--- config.mk ---
export PLATFORM = sky130hd
export DESIGN_NAME = gffr_ctrl
export DESIGN_NICKNAME = d
export VERILOG_FILES = /design/src/hdl/gffr_pkg.sv /design/src/hdl/gffr_ctrl.sv
export VERILOG_INCLUDE_DIRS = /design/src /design/src/hdl
export SDC_FILE = /design/constraint.sdc
export NUM_CORES = 1
export LEC_CHECK = 0
export BUFFER_PORTS_ARGS = -buffer_cell sky130_fd_sc_hd__buf_2
export CELL_PAD_IN_SITES_DETAIL_PLACEMENT = 2
export CELL_PAD_IN_SITES_GLOBAL_PLACEMENT = 2
export CORE_UTILIZATION = 26
export CTS_BUF_LIST = sky130_fd_sc_hd__clkbuf_8
export DETAILED_ROUTE_END_ITERATION = 6
export HOLD_SLACK_MARGIN = 0.1
export PLACE_DENSITY = 0.91
export SLEW_MARGIN = 0
export SYNTH_ARGS = -nofsm -noshare
export SYNTH_HDL_FRONTEND = slang
export SYNTH_SLANG_ARGS = --single-unit
--- constraint.sdc ---
create_clock -name i_clk -period 2.9 [get_ports i_clk]
set_input_delay 0.29 -clock i_clk [delete_from_list [all_inputs] [get_ports i_clk]]
set_output_delay 0.29 -clock i_clk [all_outputs]
set_load 0.01 [all_outputs]
--- src/hdl/assert_macros.svh ---
// Assertion helper macros used by the RTL controller
`ifndef ASSERT_MACROS_SVH
`define ASSERT_MACROS_SVH

// Implication checked at every edge outside reset
`define ASSERT_IMPL(label, clk, rst_n, ante, cons, msg) \
    label: assert property (@(posedge clk) disable iff (!rst_n) (ante) |-> (cons)) \
        else $error(msg);

// Next-cycle implication checked outside reset
`define ASSERT_NEXT(label, clk, rst_n, ante, cons, msg) \
    label: assert property (@(posedge clk) disable iff (!rst_n) (ante) |=> (cons)) \
        else $error(msg);

`endif

--- src/hdl/gffr_pkg.sv ---
// ----------------------------------------------------------------------------
// gffr_pkg
// Shared types and constants for the grid flood fill relabel block.
// ----------------------------------------------------------------------------
`timescale 1ns / 1ps
`default_nettype none

package gffr_pkg;

    localparam int MAX_WIDTH  = 128;
    localparam int MAX_HEIGHT = 64;
    localparam int XW         = $clog2(MAX_WIDTH);
    localparam int YW         = $clog2(MAX_HEIGHT);
    localparam int AW         = XW + YW;
    localparam int CELLS      = MAX_WIDTH * MAX_HEIGHT;
    localparam int CW         = $clog2(CELLS + 1);

    typedef enum logic [1:0] {
        REQ_WRITE = 2'd0,
        REQ_READ  = 2'd1,
        REQ_FILL  = 2'd2,
        REQ_FIRST = 2'd3
    } t_req;

    typedef enum logic [1:0] {
        ST_OK      = 2'd0,
        ST_COORD   = 2'd1,
        ST_SAME    = 2'd2,
        ST_NOMATCH = 2'd3
    } t_status;

    localparam logic CFG_WIDTH  = 1'b0;
    localparam logic CFG_HEIGHT = 1'b1;

    typedef struct packed {
        logic [1:0] req_type;
        logic [6:0] pos_x;
        logic [5:0] pos_y;
        logic [1:0] match_kind;
        logic [1:0] new_kind;
    } t_in;

    typedef struct packed {
        logic [1:0]  read_kind;
        logic [13:0] changed_count;
        logic [13:0] remaining_count;
        logic [6:0]  seed_x;
        logic [5:0]  seed_y;
        logic [1:0]  status;
    } t_out;

    // Grid memory operations
    typedef enum logic [1:0] {
        GOP_NONE  = 2'd0,
        GOP_READ  = 2'd1,
        GOP_WRITE = 2'd2
    } t_gop;

    // Datapath address source
    typedef enum logic [2:0] {
        ASEL_POS  = 3'd0,
        ASEL_SCAN = 3'd1,
        ASEL_NB   = 3'd2,
        ASEL_CLR  = 3'd3,
        ASEL_SEED = 3'd4
    } t_asel;

    typedef struct packed {
        t_gop       gop;
        t_asel      asel;
        logic [1:0] wkind;
        logic       sp_push;
        logic       sp_pop;
        logic       cur_load;
        logic       nb_load;
        logic [1:0] nb_dir;
        logic       scan_clr;
        logic       scan_inc;
        logic       cnt_inc_chg;
        logic       cnt_clr;
        logic       rem_inc;
        logic       seed_from_scan;
        logic       seed_from_pos;
    } t_cmd;

    typedef struct packed {
        logic [1:0] rdata;
        logic       sp_empty;
        logic       nb_ok;
        logic       scan_last;
        logic       clr_last;
        logic       pos_inside;
    } t_sts;

endpackage

`default_nettype wire

--- src/hdl/gffr_ctrl.sv ---
// ----------------------------------------------------------------------------
// gffr_ctrl
// Sequencer for requests: clear sweep, access, seed scan, fill and count.
// ----------------------------------------------------------------------------
`timescale 1ns / 1ps
`default_nettype none

`include "assert_macros.svh"

module gffr_ctrl (
    input  wire logic            i_clk,
    input  wire logic            i_rst_n,
    input  wire logic            i_in_go,
    input  wire gffr_pkg::t_in   i_req,
    input  wire gffr_pkg::t_sts  i_sts,
    input  wire logic            i_out_free,
    output gffr_pkg::t_cmd       o_cmd,
    output logic                 o_busy,
    output logic                 o_done,
    output logic [1:0]           o_status,
    output logic                 o_fill_res
);

    typedef enum logic [3:0] {
        S_CLEAR, S_IDLE, S_RD_WAIT, S_SCAN_RD, S_SCAN_CHK, S_SEED, S_SEED_CHK,
        S_POP, S_POP_WAIT, S_NB_CALC, S_NB_RD, S_NB_CHK, S_CNT_RD,
        S_CNT_CHK, S_DONE
    } t_state;

    t_state     r_state;
    logic [1:0] r_dir;
    logic [1:0] r_status;
    logic       r_fill_res;
    logic       r_last;

    always_comb begin
        o_cmd       = '0;
        o_cmd.gop   = gffr_pkg::GOP_NONE;
        o_cmd.asel  = gffr_pkg::ASEL_NB;
        o_cmd.wkind = i_req.new_kind;
        o_cmd.nb_dir = r_dir;
        case (r_state)
            S_CLEAR: begin
                o_cmd.gop   = gffr_pkg::GOP_WRITE;
                o_cmd.asel  = gffr_pkg::ASEL_CLR;
                o_cmd.wkind = 2'd0;
            end
            S_IDLE: begin
                o_cmd.asel    = gffr_pkg::ASEL_POS;
                o_cmd.cnt_clr = i_in_go;
                o_cmd.scan_clr = i_in_go;
                if (i_in_go && i_sts.pos_inside) begin
                    if (i_req.req_type == gffr_pkg::REQ_WRITE) begin
                        o_cmd.gop = gffr_pkg::GOP_WRITE;
                    end else if (i_req.req_type == gffr_pkg::REQ_READ) begin
                        o_cmd.gop = gffr_pkg::GOP_READ;
                    end
                end
                o_cmd.seed_from_pos = i_in_go && i_req.req_type == gffr_pkg::REQ_FILL;
            end
            S_SCAN_RD: begin
                o_cmd.gop  = gffr_pkg::GOP_READ;
                o_cmd.asel = gffr_pkg::ASEL_SCAN;
            end
            S_SCAN_CHK: begin
                if (i_sts.rdata == i_req.match_kind) begin
                    o_cmd.seed_from_scan = 1'b1;
                end else begin
                    o_cmd.scan_inc = 1'b1;
                end
            end
            S_SEED: begin
                // Read the seed cell; rewind the scan for the closing count
                o_cmd.gop      = gffr_pkg::GOP_READ;
                o_cmd.asel     = gffr_pkg::ASEL_SEED;
                o_cmd.scan_clr = 1'b1;
            end
            S_SEED_CHK: begin
                o_cmd.asel = gffr_pkg::ASEL_SEED;
                if (i_sts.rdata == i_req.match_kind) begin
                    o_cmd.gop         = gffr_pkg::GOP_WRITE;
                    o_cmd.sp_push     = 1'b1;
                    o_cmd.cnt_inc_chg = 1'b1;
                end
            end
            S_POP: begin
                o_cmd.sp_pop = 1'b1;
            end
            S_POP_WAIT: begin
                o_cmd.cur_load = 1'b1;
            end
            S_NB_CALC: begin
                o_cmd.nb_load = 1'b1;
            end
            S_NB_RD: begin
                o_cmd.gop = i_sts.nb_ok ? gffr_pkg::GOP_READ : gffr_pkg::GOP_NONE;
            end
            S_NB_CHK: begin
                if (i_sts.nb_ok && i_sts.rdata == i_req.match_kind) begin
                    o_cmd.gop         = gffr_pkg::GOP_WRITE;
                    o_cmd.sp_push     = 1'b1;
                    o_cmd.cnt_inc_chg = 1'b1;
                end
            end
            S_CNT_RD: begin
                o_cmd.gop  = gffr_pkg::GOP_READ;
                o_cmd.asel = gffr_pkg::ASEL_SCAN;
                o_cmd.scan_inc = 1'b1;
            end
            S_CNT_CHK: begin
                o_cmd.rem_inc = 1'b1;
            end
            default: begin
            end
        endcase
    end

    // A matching seed is recolored and pushed like a neighbour; a seed that
    // does not match goes straight to the closing count.
    always_ff @(posedge i_clk) begin
        if (!i_rst_n) begin
            r_state    <= S_CLEAR;
            r_dir      <= '0;
            r_status   <= '0;
            r_fill_res <= 1'b0;
            r_last     <= 1'b0;
        end else begin
            case (r_state)
                S_CLEAR: begin
                    if (i_sts.clr_last) begin
                        r_state <= S_IDLE;
                    end
                end
                S_IDLE: begin
                    if (i_in_go) begin
                        r_fill_res <= i_req.req_type[1];
                        r_status   <= gffr_pkg::ST_OK;
                        case (i_req.req_type)
                            gffr_pkg::REQ_WRITE, gffr_pkg::REQ_READ: begin
                                if (!i_sts.pos_inside) begin
                                    r_status <= gffr_pkg::ST_COORD;
                                end
                                r_state <= S_RD_WAIT;
                            end
                            gffr_pkg::REQ_FILL: begin
                                if (!i_sts.pos_inside) begin
                                    r_status <= gffr_pkg::ST_COORD;
                                    r_state  <= S_DONE;
                                end else if (i_req.match_kind == i_req.new_kind) begin
                                    r_status <= gffr_pkg::ST_SAME;
                                    r_state  <= S_CNT_RD;
                                end else begin
                                    r_state <= S_SEED;
                                end
                            end
                            default: begin
                                if (i_req.match_kind == i_req.new_kind) begin
                                    r_status <= gffr_pkg::ST_SAME;
                                    r_state  <= S_CNT_RD;
                                end else begin
                                    r_state <= S_SCAN_RD;
                                end
                            end
                        endcase
                    end
                end
                S_RD_WAIT: r_state <= S_DONE;
                S_SCAN_RD: begin
                    r_last  <= i_sts.scan_last;
                    r_state <= S_SCAN_CHK;
                end
                S_SCAN_CHK: begin
                    if (i_sts.rdata == i_req.match_kind) begin
                        r_state <= S_SEED;
                    end else if (r_last) begin
                        r_status <= gffr_pkg::ST_NOMATCH;
                        r_state  <= S_DONE;
                    end else begin
                        r_state <= S_SCAN_RD;
                    end
                end
                S_SEED: r_state <= S_SEED_CHK;
                S_SEED_CHK: begin
                    r_state <= o_cmd.sp_push ? S_POP : S_CNT_RD;
                end
                S_POP: r_state <= S_POP_WAIT;
                S_POP_WAIT: begin
                    r_dir   <= 2'd0;
                    r_state <= S_NB_CALC;
                end
                S_NB_CALC: r_state <= S_NB_RD;
                S_NB_RD: r_state <= S_NB_CHK;
                S_NB_CHK: begin
                    if (r_dir != 2'd3) begin
                        r_dir   <= r_dir + 1'b1;
                        r_state <= S_NB_CALC;
                    end else if (!i_sts.sp_empty || o_cmd.sp_push) begin
                        r_state <= S_POP;
                    end else begin
                        r_state <= S_CNT_RD;
                    end
                end
                S_CNT_RD: begin
                    r_last  <= i_sts.scan_last;
                    r_state <= S_CNT_CHK;
                end
                S_CNT_CHK: begin
                    r_state <= r_last ? S_DONE : S_CNT_RD;
                end
                S_DONE: begin
                    if (i_out_free) begin
                        r_state <= S_IDLE;
                    end
                end
                default: r_state <= S_IDLE;
            endcase
        end
    end

    assign o_busy     = (r_state != S_IDLE);
    assign o_done     = (r_state == S_DONE);
    assign o_status   = r_status;
    assign o_fill_res = r_fill_res;

    `ASSERT_IMPL(a_push_only_chk, i_clk, i_rst_n, o_cmd.sp_push, r_state == S_NB_CHK || r_state == S_SEED_CHK, "push outside cell check")
    `ASSERT_IMPL(a_pop_nonempty, i_clk, i_rst_n, o_cmd.sp_pop, !i_sts.sp_empty, "pop of empty stack")
    `ASSERT_NEXT(a_idle_stack_empty, i_clk, i_rst_n, r_state == S_CNT_RD && $past(r_state) == S_NB_CHK, i_sts.sp_empty, "stack not empty after fill")

endmodule

`default_nettype wire

==> impl_metrics.json, run 1 <==
{
  "die_h_um": 68.9,
  "overflow": 0,
  "syn_to_final_growth_pct": 21.6,
  "fin_setup_tns_ns": 0,
  "min_path_type": "in -> reg",
  "r2r_slack_ns": 0.69,
  "layout_common_cells": "41 x buf_2, 16 x nand2_1, 14 x nor2_1, 12 x o21ai_0, 10 x dfxtp_1",
  "async_flop_share": 0,
  "setup_viol": 0,
  "wl_met1_mm": 1.95,
  "first_pass_iters": 4,
  "wl_met3_um": 194,
  "syn_area_mm2": 0.00116,
  "cts.clk_slew.worst_paths_ns": 0.05,
  "cts_setup_buffers": 0,
  "syn_nets": 196,
  "wl_met2_mm": 2.27,
  "ys_seq_area_frac": 0.172,
  "cts_tree": "built",
  "drc": 0,
  "pin_count": 55,
  "rr_startpoint": "r_state[1]",
  "grt_max_degree": 32,
  "cts_hold_buf": 0,
  "hold_start": "i_sts[2]",
  "port-buffer-count": 41,
  "report.final.slew_viol_count": 0,
  "clock_path_buffers": 2,
  "synth-seq-cells": 10,
  "worst_pin_slew_ns": 1.01,
  "critPathCaptureType": "output port",
  "globalplace.congestion": 0.844,
  "die_width_um": 68.9,
  "fp-row-count": 23,
  "hold_depth": 3,
  "h-tree-depth": 1,
  "clockRootBuffer": "clkbuf_8",
  "peakVddDrop_mv": 0.220,
  "die_area_mm2": 0.00475,
  "rr_worst_depth": 4,
  "ys_top_cells_by_area": "dfxtp_1 17%, o21ai_0 5.2%, nand2_1 5.2%",
  "rsz0062_at_grt": "no",
  "syn_inst": 165,
  "vias": 1410,
  "nets": 231,
  "crit_arrival_ns": 2.08,
  "synth_top_cell_by_area": "dfxtp_1",
  "finalHoldViolCount": 0,
  "cts_buffers": 3,
  "layout_commonest_cell": "buf_2",
  "power_density_mw_per_mm2": 350,
  "worstSetupStartpointType": "register",
  "viasPerCell": 5.69,
  "highest_layer": "met4",
  "clock_sinks": 10,
  "reg2reg_to": "r_state[1]",
  "finalCritPeriodShare": 0.818,
  "p_leak_nw": 0.659,
  "drive_gt1_frac": 0.263,
  "grt_pass1_vias": 1443,
  "critPathKind": "reg -> out",
  "worst-path-max-fanout": 23,
  "ys_warn_count": 0,
  "post-route-min-period_ns": 2.37,
  "worst_slack_ns": 0.527,
  "holdPathEnd": "r_last",
  "track_usage": 0.207,
  "hpwl_mm": 3.42,
  "relSlewSlack": 0.322,
  "finClkSkew_ns": 0.00416,
  "synthDistinctLibCells": 51,
  "synth-edff-count": 0,
  "fill_cells": 542,
  "cts_resized": 0,
  "ys.flop_type": "dfxtp_1",
  "status": "completed",
  "clock_latency_ns": 0.23,
  "ant_nets": 0,
  "clock.fmax_ghz": 0.421,
  "maxCapViolations": 0,
  "crit_required_ns": 2.61,
  "routedWlPerCell_um": 18.0,
  "first_iter_violations": 78,
  "syn_avg_cell_area_um2": 7.05,
  "p_total_uw": 496,
  "grt_first_pass_wirelength_mm": 7.20,
  "yosysTopAreaCellShare": 0.172,
  "fp.coreArea_mm2": 0.00414,
  "diodes": 0,
  "totalWireLength_mm": 4.46,
  "grt_antenna_before_repair": 0,
  "initial_utilization": 0.281,
  "dp_slack_ns": 0.712
}
synth_stat cells, drive strengths merged, types with 2 or more instances:
cell type  number
a211o           3
a21boi          3
a21oi           7
a311oi          2
and3            4
and4b           2
buf            11
dfxtp          10
inv             8
mux2i           2
nand2          16
nand2b          6
nand3           4
nand3b          2
nand4           2
nor2           15
nor2b           6
nor3            8
nor4            3
o211a           2
o21ai          12
o22ai           3
o311a           3
o31ai           2
or3             2
xnor2           4
xor2            4
metrics by stage:
stage,hold WS [ns],utilization,std cells,area [µm²]
after floorplan,0.421,-,165,1160
after global placement,0.482,0.332,245,1370
after detailed placement,0.490,0.332,245,1370
final,0.303,0.341,248,1420
after CTS,0.304,0.341,248,1420
after global routing,0.311,0.341,248,1420
kinds of logic (layout without fill, tap and decap cells):
family                     count (synthesis)  count (layout)  share of synthesized area
and+or+nand+nor                           76              76                      0.359
AOI/OAI and AO/OA                         48              48                      0.292
buffers and inverters                     20              53                     0.0817
DFF                                       10              10                      0.172
xor gates and xnor gates                   8               8                     0.0667
muxes                                      2               2                     0.0172
adders and majority gates                  1               1                     0.0108
flip-flops by register name (all words and copies together), names as in the netlist:
register	cells
o_status	2
r_dir	2
r_last	1
o_fill_res	1
r_state	4
critical path: stages, from the launching register on:
cell and delay (ns):
dfxtp_1 0.84, inv_1 0.29, and3_1 0.25, o21ai_0 0.19, o22ai_1 0.11, buf_2 0.17
power breakdown:
part	internal, mW	leakage, nW	total (mW)	switching [mW]
clock	0.0906	0.0216	0.142	0.0509
sequential	0.145	0.0812	0.170	0.0250
combinational	0.0756	0.556	0.184	0.109
layout make-up:
cell class                 count  area, µm²  share of cell area
tap                           50       62.6              0.0442
clock buffer                   3       41.3              0.0292
inverter                       8       30.0              0.0212
sequential                    10        200               0.141
timing repair buffer          42        213               0.150
multi-input combinational    135        868               0.614
worst max path at each step:
stage | start | end | cells after the start
after detailed placement | r_state[1] | r_state[1] | 4
after global routing | r_state[1] | o_done | 3
after global placement | r_state[1] | r_state[2] | 4
final | r_state[2] | o_cmd[18] | 5
after CTS | r_state[2] | o_cmd[18] | 5
after floorplan | r_state[1] | o_cmd[16] | 6
per-layer routing:
layer,global-route usage,up-vias
met1,0.272,691
met3,0.0329,6
met2,0.356,38
met5,0,-
li1,-,675
met4,0.0408,0
No activity file was read; power rests on OpenSTA's default activity.
==> run 2: changes to the inputs <==
--- a/config.mk
+++ b/config.mk
@@ -9,11 +9,11 @@
 export BUFFER_PORTS_ARGS = -buffer_cell sky130_fd_sc_hd__buf_2
 export CELL_PAD_IN_SITES_DETAIL_PLACEMENT = 2
 export CELL_PAD_IN_SITES_GLOBAL_PLACEMENT = 2
-export CORE_UTILIZATION = 26
+export CORE_UTILIZATION = 22
 export CTS_BUF_LIST = sky130_fd_sc_hd__clkbuf_8
 export DETAILED_ROUTE_END_ITERATION = 6
 export HOLD_SLACK_MARGIN = 0.1
-export PLACE_DENSITY = 0.91
+export PLACE_DENSITY = 0.83
 export SLEW_MARGIN = 0
 export SYNTH_ARGS = -nofsm -noshare
 export SYNTH_HDL_FRONTEND = slang
==> constraint.sdc (replaced) <==
create_clock -name i_clk -period 2.05 [get_ports i_clk]
set_input_delay 0.205 -clock i_clk [delete_from_list [all_inputs] [get_ports i_clk]]
set_output_delay 0.205 -clock i_clk [all_outputs]
set_load 0.01 [all_outputs]
==> run 2 against run 1 <==
- register-to-register slack got worse by 0.49 ns
- final area grew 8.3%
- power rose by 54%
- utilization shrank 4.1 points
- critical path depth is the same
- critical endpoint is now o_cmd[19]
- largest power group unchanged
==> impl_metrics.json, run 2 (synthesis gave the netlist of run 1 again) <==
{
  "clkPwrFrac": 0.331,
  "cts_resized": 0,
  "first_pass_iters": 4,
  "rsz0062_at_grt": "no",
  "swShare": 0.361,
  "clock.fmax_ghz": 0.517,
  "overflow": 0,
  "finClkSkew_ns": 0.0110,
  "worst_slack_ns": 0.115,
  "clock_latency_ns": 0.24,
  "clock_sinks": 10,
  "final_util": 0.300,
  "hpwl_mm": 3.76,
  "largest-register": "r_state",
  "finalCritPeriodShare": 0.944,
  "worstSetupStartpointType": "register",
  "holdPathEnd": "r_last",
  "worst-path-max-fanout": 13,
  "totalWireLength_mm": 4.76,
  "first_iter_violations": 101,
  "h-tree-depth": 1,
  "cp_common_cell": "nand2_1",
  "die_h_um": 74.7,
  "vias": 1461,
  "layout_common_cells": "41 x buf_2, 16 x nand2_1, 14 x nor2_1, 12 x o21ai_0, 11 x buf_4",
  "pin_count": 55,
  "power_density_mw_per_mm2": 500,
  "fp-row-count": 26,
  "critPathMaxStageDelay_ns": 0.51,
  "hold_depth": 3,
  "die_width_um": 74.7,
  "nets": 241,
  "dp_slack_ns": 0.149,
  "globalplace.congestion": 0.855,
  "worst_pin_slew_ns": 0.639,
  "finalHoldViolCount": 0,
  "diodes": 0,
  "clockRootBuffer": "clkbuf_8",
  "track_usage": 0.175,
  "rr_startpoint": "r_state[2]",
  "cts_setup_buffers": 0,
  "crit_required_ns": 1.85,
  "p_leak_nw": 0.719,
  "die_area_mm2": 0.00558,
  "critPathCaptureType": "output port",
  "syn_to_final_growth_pct": 31.7,
  "grt_pass1_vias": 1469,
  "report.final.slew_viol_count": 0,
  "slowest_stage": "nor3_1",
  "reg2reg_to": "r_state[1]",
  "viasPerCell": 5.24,
  "grt_first_pass_wirelength_mm": 7.42,
  "relSlewSlack": 0.571,
  "fin_setup_tns_ns": 0,
  "power_frac_seq": 0.297,
  "port-buffer-count": 41,
  "grt_max_degree": 19,
  "layout_commonest_cell": "buf_2",
  "grt_antenna_before_repair": 0,
  "r2r_slack_ns": 0.20,
  "ant_nets": 0,
  "cts_tree": "built",
  "p_total_uw": 766,
  "drive_gt1_frac": 0.316,
  "crit_arrival_ns": 1.73,
  "intPower_uw": 489,
  "cts.clk_slew.worst_paths_ns": 0.04,
  "cts_buffers": 3,
  "clock_path_buffers": 2,
  "largest_reg_flops": 4,
  "min_path_type": "in -> reg",
  "maxCapViolations": 0,
  "initial_utilization": 0.228,
  "drc": 0,
  "power_frac_comb": 0.371,
  "critPathKind": "reg -> out",
  "fp.coreArea_mm2": 0.00511,
  "routedWlPerCell_um": 17.1,
  "netSwitchingPower_uw": 277,
  "peakVddDrop_mv": 0.231,
  "post-route-min-period_ns": 1.94,
  "crit_chain": "buf_4, nor3_1, nand2_1, nand2_1, buf_2",
  "rr_worst_depth": 5,
  "setup_viol": 0,
  "cts_hold_buf": 0,
  "hold_start": "i_sts[2]",
  "status": "completed"
}
## run 2: changes by cell type in the layout (fill, tap and decap cells not counted)
cell / before / now
buf_4: 1 / 11
dfxtp_2: 0 / 3
dfxtp_1: 10 / 7
clkbuf_8: 3 / 4
## run 2: worst max path at each step
stage                     from          to  slack, ns  cells past startpoint
floorplan           r_state[1]   o_cmd[16]       0.52                      6
global placement    r_state[3]  r_state[2]       0.24                      5
detailed placement  r_state[3]      r_last       0.15                      5
CTS                 r_state[0]   o_cmd[16]       0.03                      5
global route        r_state[0]   o_cmd[16]       0.03                      5
finish              r_state[2]   o_cmd[19]       0.11                      5
## run 2: layer usage
| layer | vias to the layer above | global-route usage | part of all wire |
|---|---|---|---|
| li1 | 695 | - | - |
| met1 | 723 | 0.231 | 0.47 |
| met2 | 38 | 0.299 | 0.49 |
| met3 | 5 | 0.0214 | 0.036 |
| met4 | 0 | 0.0461 | 0.0084 |
| met5 | - | 0 | 0 |
## run 2: layout make-up
type                       instances  area, µm²
clock buffer                       4       55.1
fill                             646       3570
inverter                           8       30.0
multi-input combinational        135        868
sequential                        10        204
tap                               70       87.6
timing repair buffer              52        288
## run 2: critical path: cells and delay by family (launching register included)
family / cells / cell delay (ns)
DFF: 1 / 0.38
buffers and inverters: 2 / 0.36
and+or+nand+nor: 3 / 0.75
## run 2: power by group through the flow
stage | combinational, mW | clock, mW | sequential (mW)
2_1_floorplan | 0.180 | 0 | 0.217
3_3_place_gp | 0.273 | 0 | 0.229
3_5_place_dp | 0.283 | 0 | 0.230
4_1_cts | 0.284 | 0.259 | 0.226
5_1_grt | 0.308 | 0.269 | 0.229
6_report | 0.284 | 0.254 | 0.228
## run 2: metrics by stage
step	std cells	hold WS [ns]	instance area (µm²)
floorplan	165	0.336	1160
global placement	275	0.445	1470
detailed placement	275	0.493	1470
CTS	279	0.247	1530
global route	279	0.266	1530
finish	279	0.249	1530
